## src/hdl/rta_pkg.sv

```systemverilog
// ----------------------------------------------------------------------------
// rta_pkg
// Shared types and constants for the response-time admission controller.
// ----------------------------------------------------------------------------
package rta_pkg;

  localparam int SLOTS     = 10;
  localparam int TIME_BITS = 24;

  // index over the slots plus one extra code for the new task
  localparam int IW = $clog2(SLOTS + 1);
  // index into the slot arrays
  localparam int SW = (SLOTS > 1) ? $clog2(SLOTS) : 1;

  localparam logic CMD_DEACTIVATE = 1'b0;
  localparam logic CMD_ACTIVATE   = 1'b1;

  typedef enum logic [1:0] {
    STAT_ADMIT   = 2'd0,
    STAT_NOSCHED = 2'd1,
    STAT_FULL    = 2'd2,
    STAT_DEACT   = 2'd3
  } status_t;

  typedef struct packed {
    logic                 command;
    logic [5:0]           task_id;
    logic [TIME_BITS-1:0] wcet;
    logic [TIME_BITS-1:0] period;
    logic [TIME_BITS-1:0] deadline;
  } req_t;

  typedef struct packed {
    status_t    status;
    logic [3:0] slot;
    logic [3:0] removed_count;
  } rsp_t;

  typedef enum logic [3:0] {
    S_IDLE,
    S_DECODE,
    S_NEXT_I,
    S_J_SCAN,
    S_DIV,
    S_MUL,
    S_ACC,
    S_PASS_END,
    S_ADMIT,
    S_REJECT,
    S_RESP
  } state_t;

endpackage

```

## src/hdl/rta_div.sv

```systemverilog
// ----------------------------------------------------------------------------
// rta_div
// Bit-serial restoring divider: one quotient bit per cycle, gives the
// quotient and whether a remainder is left (for the ceiling).
// ----------------------------------------------------------------------------
module rta_div (
  input  logic                          clk,
  input  logic                          rst,
  input  logic                          start,
  input  logic [rta_pkg::TIME_BITS-1:0] dividend,
  input  logic [rta_pkg::TIME_BITS-1:0] divisor,
  output logic                          done,
  output logic [rta_pkg::TIME_BITS-1:0] quotient,
  output logic                          rem_nz
);
  import rta_pkg::*;

  localparam int CW = $clog2(TIME_BITS);

  logic                 busy;
  logic [CW-1:0]        cnt;
  logic [TIME_BITS-1:0] rem;
  logic [TIME_BITS-1:0] quo;
  logic [TIME_BITS-1:0] dvs;
  logic [TIME_BITS:0]   trial;
  logic [TIME_BITS-1:0] rem_next;
  logic                 qbit;

  always_comb begin
    trial = {rem, quo[TIME_BITS-1]};
    if (trial >= {1'b0, dvs}) begin
      rem_next = TIME_BITS'(trial - {1'b0, dvs});
      qbit     = 1'b1;
    end else begin
      rem_next = trial[TIME_BITS-1:0];
      qbit     = 1'b0;
    end
  end

  always_ff @(posedge clk) begin
    if (rst) begin
      busy <= 1'b0;
      done <= 1'b0;
      cnt  <= '0;
    end else begin
      done <= 1'b0;
      if (start) begin
        busy <= 1'b1;
        cnt  <= '0;
        rem  <= '0;
        quo  <= dividend;
        dvs  <= divisor;
      end else if (busy) begin
        rem <= rem_next;
        quo <= {quo[TIME_BITS-2:0], qbit};
        cnt <= cnt + 1'b1;
        if (cnt == CW'(TIME_BITS - 1)) begin
          busy <= 1'b0;
          done <= 1'b1;
        end
      end
    end
  end

  assign quotient = quo;
  assign rem_nz   = (rem != '0);

endmodule

```

## src/hdl/rta_admission_control.sv

```systemverilog
// ----------------------------------------------------------------------------
// rta_admission_control
// Deadline-monotonic admission control: keeps a table of periodic tasks and
// admits a new one only if response-time analysis shows all deadlines met.
// ----------------------------------------------------------------------------
// Flow: deactivate and table-full answers go from the decode state straight
//   to the response state. An activation runs a fixed-point iteration per task;
//   each interfering term goes through the shared serial divider, then the
//   multiply and accumulate states.
// Throughput: one request at a time; req_ready is high only when idle and
//   out of reset.
// Reset: rst (sync) empties the table and returns the sequencer to idle.
// ----------------------------------------------------------------------------
module rta_admission_control (
  input  logic          clk,
  input  logic          rst,
  input  logic          req_valid,
  output logic          req_ready,
  input  rta_pkg::req_t req,
  output logic          rsp_valid,
  input  logic          rsp_ready,
  output rta_pkg::rsp_t rsp
);
  import rta_pkg::*;

  localparam int TB = TIME_BITS;

  // task table
  logic [SLOTS-1:0] slot_valid;
  logic [5:0]       slot_task     [SLOTS];
  logic [TB-1:0]    slot_exec     [SLOTS];
  logic [TB-1:0]    slot_period   [SLOTS];
  logic [TB-1:0]    slot_deadline [SLOTS];

  state_t state, state_next;

  req_t          req_q;
  logic [IW-1:0] i;        // task under analysis (SLOTS = new task)
  logic [IW-1:0] j;        // interfering candidate
  logic [TB-1:0] ci, di;   // C and D of task i
  logic [TB-1:0] prev;     // R of the last pass
  logic [TB-1:0] acc;      // R being built, never above di
  logic [TB-1:0] cj;
  logic [TB-1:0] k;        // ceil(prev / Tj)
  logic [2*TB-1:0] term;

  // single read port onto the table, new task on the extra code
  logic [IW-1:0] rd_idx;
  logic [SW-1:0] rd_s;
  logic          rd_new, rd_present;
  logic [TB-1:0] rd_c, rd_t, rd_d;
  logic          rd_hp;

  always_comb begin
    rd_idx = (state == S_NEXT_I) ? i : j;
    rd_new = (rd_idx == IW'(SLOTS));
    rd_s   = rd_idx[SW-1:0];
    if (rd_new) begin
      rd_present = 1'b1;
      rd_c       = req_q.wcet;
      rd_t       = req_q.period;
      rd_d       = req_q.deadline;
    end else begin
      rd_present = slot_valid[rd_s];
      rd_c       = slot_exec[rd_s];
      rd_t       = slot_period[rd_s];
      rd_d       = slot_deadline[rd_s];
    end
    if (rd_t == '0) rd_t = TB'(1);   // zero period acts as 1
    // higher priority: earlier deadline, ties by slot order, new task last
    rd_hp = (rd_d < di) || ((rd_d == di) && (rd_idx < i));
  end

  // deactivate match and free-slot search
  logic [SLOTS-1:0] match;
  logic [SW-1:0]    free_slot;
  logic             full;

  always_comb begin
    free_slot = '0;
    for (int s = SLOTS - 1; s >= 0; s--) begin
      match[s] = slot_valid[s] && (slot_task[s] == req_q.task_id);
      if (!slot_valid[s]) free_slot = SW'(s);
    end
    full = &slot_valid;
  end

  // shared divider
  logic          div_start, div_done, div_rem_nz;
  logic [TB-1:0] div_quo;

  rta_div u_div (
    .clk      (clk),
    .rst      (rst),
    .start    (div_start),
    .dividend (prev),
    .divisor  (rd_t),
    .done     (div_done),
    .quotient (div_quo),
    .rem_nz   (div_rem_nz)
  );

  logic [TB-1:0] room;
  logic          acc_fail;
  assign room     = di - acc;
  assign acc_fail = (term > {{TB{1'b0}}, room});

  // ---------------- sequencer ----------------
  always_ff @(posedge clk) begin
    if (rst) state <= S_IDLE;
    else     state <= state_next;
  end

  always_comb begin
    state_next = state;
    div_start  = 1'b0;
    case (state)
      S_IDLE:   if (req_valid) state_next = S_DECODE;
      S_DECODE: begin
        if (req_q.command == CMD_DEACTIVATE || full) state_next = S_RESP;
        else                                        state_next = S_NEXT_I;
      end
      S_NEXT_I: begin
        if (!rd_present || rd_c == '0) begin
          if (i == IW'(SLOTS)) state_next = S_ADMIT;
        end else if (rd_c > rd_d) begin
          state_next = S_REJECT;
        end else begin
          state_next = S_J_SCAN;
        end
      end
      S_J_SCAN: begin
        if (rd_present && rd_hp) begin
          div_start  = 1'b1;
          state_next = S_DIV;
        end else if (j == IW'(SLOTS)) begin
          state_next = S_PASS_END;
        end
      end
      S_DIV:    if (div_done) state_next = S_MUL;
      S_MUL:    state_next = S_ACC;
      S_ACC: begin
        if (acc_fail)              state_next = S_REJECT;
        else if (j == IW'(SLOTS))  state_next = S_PASS_END;
        else                       state_next = S_J_SCAN;
      end
      S_PASS_END: begin
        if (acc != prev)           state_next = S_J_SCAN;
        else if (i == IW'(SLOTS))  state_next = S_ADMIT;
        else                       state_next = S_NEXT_I;
      end
      S_ADMIT:  state_next = S_RESP;
      S_REJECT: state_next = S_RESP;
      S_RESP:   if (rsp_ready) state_next = S_IDLE;
      default:  state_next = S_IDLE;
    endcase
  end

  // ---------------- datapath ----------------
  always_ff @(posedge clk) begin
    case (state)
      S_IDLE:   if (req_valid) req_q <= req;
      S_DECODE: begin
        rsp.slot          <= '0;
        rsp.removed_count <= '0;
        i                 <= '0;
        if (req_q.command == CMD_DEACTIVATE) begin
          rsp.status        <= STAT_DEACT;
          rsp.removed_count <= 4'($countones(match));
        end else begin
          rsp.status <= STAT_FULL;
        end
      end
      S_NEXT_I: begin
        if (!rd_present || rd_c == '0) begin
          if (i != IW'(SLOTS)) i <= i + 1'b1;
        end else begin
          ci   <= rd_c;
          di   <= rd_d;
          prev <= rd_c;
          acc  <= rd_c;
          j    <= '0;
        end
      end
      S_J_SCAN: begin
        if (rd_present && rd_hp) cj <= rd_c;
        else if (j != IW'(SLOTS)) j <= j + 1'b1;
      end
      S_DIV:  if (div_done) k <= div_quo + TB'(div_rem_nz);
      S_MUL:  term <= k * cj;
      S_ACC: begin
        acc <= acc + term[TB-1:0];
        if (j != IW'(SLOTS)) j <= j + 1'b1;
      end
      S_PASS_END: begin
        if (acc != prev) begin
          prev <= acc;
          acc  <= ci;
          j    <= '0;
        end else if (i != IW'(SLOTS)) begin
          i <= i + 1'b1;
        end
      end
      S_ADMIT: begin
        rsp.status               <= STAT_ADMIT;
        rsp.slot                 <= 4'(free_slot);
        slot_task[free_slot]     <= req_q.task_id;
        slot_exec[free_slot]     <= req_q.wcet;
        slot_period[free_slot]   <= req_q.period;
        slot_deadline[free_slot] <= req_q.deadline;
      end
      S_REJECT: rsp.status <= STAT_NOSCHED;
      default: ;
    endcase
  end

  // valid bits: the only table state that reset touches
  always_ff @(posedge clk) begin
    if (rst) begin
      slot_valid <= '0;
    end else if (state == S_DECODE && req_q.command == CMD_DEACTIVATE) begin
      slot_valid <= slot_valid & ~match;
    end else if (state == S_ADMIT) begin
      slot_valid[free_slot] <= 1'b1;
    end
  end

  assign req_ready = (state == S_IDLE) && !rst;
  assign rsp_valid = (state == S_RESP);

  // ---------------- assertions ----------------
  a_acc_bound: assert property (@(posedge clk) disable iff (rst)
    (state == S_J_SCAN) |-> (acc <= di))
    else $error("response accumulator passed the deadline");

  a_monotone: assert property (@(posedge clk) disable iff (rst)
    (state == S_PASS_END && acc != prev) |-> (acc > prev))
    else $error("response time iteration went backwards");

  a_admit_slot: assert property (@(posedge clk) disable iff (rst)
    (state == S_ADMIT) |=> (rsp.status == STAT_ADMIT && slot_valid[rsp.slot[SW-1:0]]))
    else $error("admitted slot not marked valid");

  a_div_mul: assert property (@(posedge clk) disable iff (rst)
    (state == S_DIV && div_done) |=> (state == S_MUL))
    else $error("divider result not consumed");

  a_no_overlap: assert property (@(posedge clk) disable iff (rst)
    req_ready |-> !rsp_valid)
    else $error("new request taken while a response is pending");

endmodule

```

## config.mk

```make
export PLATFORM = sky130hd
export DESIGN_NAME = rta_admission_control
export DESIGN_NICKNAME = d
export VERILOG_FILES = /design/src/hdl/rta_pkg.sv /design/src/hdl/rta_div.sv /design/src/hdl/rta_admission_control.sv
export SDC_FILE = /design/constraint.sdc
export NUM_CORES = 2
export LEC_CHECK = 0
export ABC_AREA = 1
export BUFFER_PORTS_ARGS = -buffer_cell sky130_fd_sc_hd__buf_2
export CORE_UTILIZATION = 45
export CTS_BUF_LIST = sky130_fd_sc_hd__clkbuf_8
export DETAILED_ROUTE_END_ITERATION = 10
export HOLD_SLACK_MARGIN = 0.15
export PLACE_DENSITY = 0.69
export SETUP_SLACK_MARGIN = 0.2
export SYNTH_ARGS = -nofsm -noshare
export SYNTH_HDL_FRONTEND = slang
export SYNTH_HIERARCHICAL = 1
export SYNTH_SLANG_ARGS = --single-unit
```

## constraint.sdc

```tcl
create_clock -name clk -period 14 [get_ports clk]
set_clock_uncertainty 0.1 [all_clocks]
set_input_delay 3.5 -clock clk [delete_from_list [all_inputs] [get_ports clk]]
set_output_delay 3.5 -clock clk [all_outputs]
set_load 0.05 [all_outputs]
```

==> metrics <==
Synth area leader=edfxtp_1; CTS buffer count=approximately 180; initial antenna violation count=2; Peak supply drop=about 0.00012 V; met2 usage=0.3833; TritonCTS sink count=about 1200; Pwr Density=roughly 150 nW/um^2; Synthesized Nets=roughly 8200; DR vias/cell=5.357; Synth top cells by count=nand2_1 (1506), inv_1 (1391), edfxtp_1 (1141); signal arrival time at the worst endpoint=about 8600 ps; Tmin final=around 8000 ps; post_cts resized=0; P_leak=~0.035 uW; HPWL after detailed placement=between 100000 and 150000 um; number of flops mapped to enable cells by yosys=1141; setup TNS=0 ps; io pins=between 90 and 100; CTS tree=built; first-pass GRT wire length=291000 um; hold buffers post-CTS=0; CP Launch Type=flop; actual slew at the worst max-slew pin=1175 ps; M3 GR Usage=0.03474; die area=162200 sq um; Worst EP required=approximately 15000 ps; Max-Cap Viols=0; r2r worst-path depth=24; Yosys top cell area share=0.4742; post-synthesis sequential area ratio=0.4801; Layout area overhead=8.211%; Critical Path Fanout Max=24; Crit Path Class=reg -> reg; most numerous cell in the Yosys netlist=nand2_1; Post-route DRC=0; Clk Latency, worst-skew pair=930 ps; worst hold path class=reg -> reg; largest net degree at the start of global routing=approximately 150; clock edge transition at the registers on the reported setup and hold paths=70 ps; slew margin rel.=0.2169; Mean Syn Cell Area=approximately 10 sq um; std cell rows=about 150; final slew viol count=0; met1 usage=0.3079; deepest level of the CTS H-tree=4; Initial Utilization=0.4546; Worst R2R Start=k[11]; clk buf depth=3; final core utilization=0.4919; Post-CTS Setup Inserts=0; Unique masters post-synth=59; DIE HEIGHT=402.7 um; Worst Setup SP=k[11]; status=finished clean; clock root buffer=clkbuf_8; Period Utilization, post-route=0.5738; PortBufs=94; async set-or-reset flop fraction in the synthesized netlist=0; RSZ-0062 raised after global routing=no; antenna-violating nets left=0; share of cells above drive strength 1=0.06740; drt wl/cell=approximately 20 um; Mapped Cells=7249; Iter 0 DRT Violations=4444; Primary FF master, synth=edfxtp_1; synthesized flop and latch total=between 1000 and 1500; synth top area cells=edfxtp_1 (47%), fa_1 (14%), nand2_1 (7.8%); DR pass1 iterations=6; WHS Path Cells=1; Max Fclk=around 120 MHz; width of the die=around 400 um; Final Non-Filler Cells=about 9600; most used routing layer in global routing=met2; vias in the first global route=roughly 51000; core footprint=about 160000 sq um; final net count=8232; grt total ovfl=0; Post-Synthesis Cell Area=just over 70000 sq um; drt total wl=186900 um; GRT Total Usage=0.2306; Hold Vio Cnt, Final=0; number of fill cells=~14000; Ys Warns=6; critical path endpoint category=flop; DR vias=~51000; hold_sp=u_div/cnt[4]; global placement routability congestion=~0.96; Placed Cells=just over 9000; final setup violating endpoints=0
## critical path, stage by stage (launching register included)
cell and delay (ps):
edfxtp_1 1060, nand2_1 180, fa_1 540, inv_1 50, fa_1 470, inv_1 50, fa_1 530, inv_1 50
fa_1 500, inv_1 60, fa_1 570, inv_1 60, fa_1 520, fa_1 430, ha_1 350, a21oi_1 150
o21ai_0 90, a21o_1 150, nor2_1 230, o21ai_0 180, a21boi_0 480, o21ai_0 250, a21oi_1 370, o21ai_0 160
xor2_1 160
## registers in the layout, summed over array words and instances, names as in the netlist, 4 cells and up
name	count
u_div/rem	24
di	24
slot_deadline	240
u_div/quotient	24
slot_period	240
slot_task	60
rsp	10
u_div/dvs	24
prev	24
j	4
slot_exec	240
ci	24
slot_valid	10
req_q	79
term	48
i	4
acc	24
k	24
state	4
u_div/cnt	5
cj	24
## metal layers
layer  wire length, um  vias up
met5                 0        -
met4              6362        0
met3             13840      350
met2             89480     2035
met1             77210    25130
li1                  -    23650
## final timing paths
| check | slack, ps | endpoint |
|---|---|---|
| setup / recovery | 5970 | term[43] |
| setup reg to reg | 5970 | term[43] |
| hold / removal | 370 | u_div/cnt[4] |
| hold reg to reg | 370 | u_div/cnt[4] |
## power breakdown
group	leakage (uW)	switching, uW	internal (uW)
clock	0.00187	1360	1280
sequential	0.0105	255	4400
combinational	0.0225	3270	1420
## kinds of logic (layout without fill, tap and decap cells)
logic type                 count (synthesis)  count (layout)  synth area share
AOI/OAI and AO/OA                        870             870           0.07052
xor gates and xnor gates                 158             158           0.01915
adders and majority gates                819             819            0.1929
buffers and inverters                   1705            1934           0.09153
DFF                                     1162            1162            0.4801
other                                      0               1                 0
and+or+nand+nor                         2535            2535            0.1459
## final cells by class
class	instances	area, sq um	area share
inverter	1412	5301	0.06781
antenna	1	2.502	0.00003201
multi-input combinational	4382	31110	0.3979
clock buffer	179	2464	0.03151
clock inverter	148	784.5	0.01003
tap	2072	2592	0.03316
timing repair buffer	195	1241	0.01588
sequential	1162	34680	0.4436
## stage by stage
step           power (uW)  worst slack (ps)  hold slack [ps]  instance area, sq um
2_1_floorplan        7746              5907            322.4                 72250
3_3_place_gp         9231              5942            340.1                 74930
3_5_place_dp         9342              6045            348.3                 74930
4_1_cts             12000              5984            361.3                 78180
5_1_grt             12690              5518            383.6                 78180
6_report            11980              5967            374.9                 78180
## cells in the final DEF, fill, tap and decap left out, types with 10 or more instances in the layout
cell	synthesis	routed
a21oi_1	180	178
nor3b_1	11	11
edfxtp_1	1141	1141
inv_1	1391	1442
nand2_1	1506	1505
nor4_1	25	25
nand3_1	330	330
xnor2_1	45	45
o21ai_1	27	27
nor3_1	31	27
buf_4	10	100
or2_1	10	10
xor2_1	113	113
fa_1	491	491
o211ai_1	44	44
inv_2	14	16
ha_1	328	328
o21bai_1	33	33
buf_2	71	94
clkinv_1	7	60
a211oi_1	11	11
nor2_4	3	13
clkinv_2	0	24
clkbuf_8	0	179
o22ai_1	41	41
nand4_1	63	63
a31oi_1	27	27
nor2_1	498	486
o221ai_1	66	66
o21a_1	11	11
dfxtp_1	21	21
or2_2	11	11
o21ai_0	384	384
No activity file was read; power rests on OpenSTA's default activity.
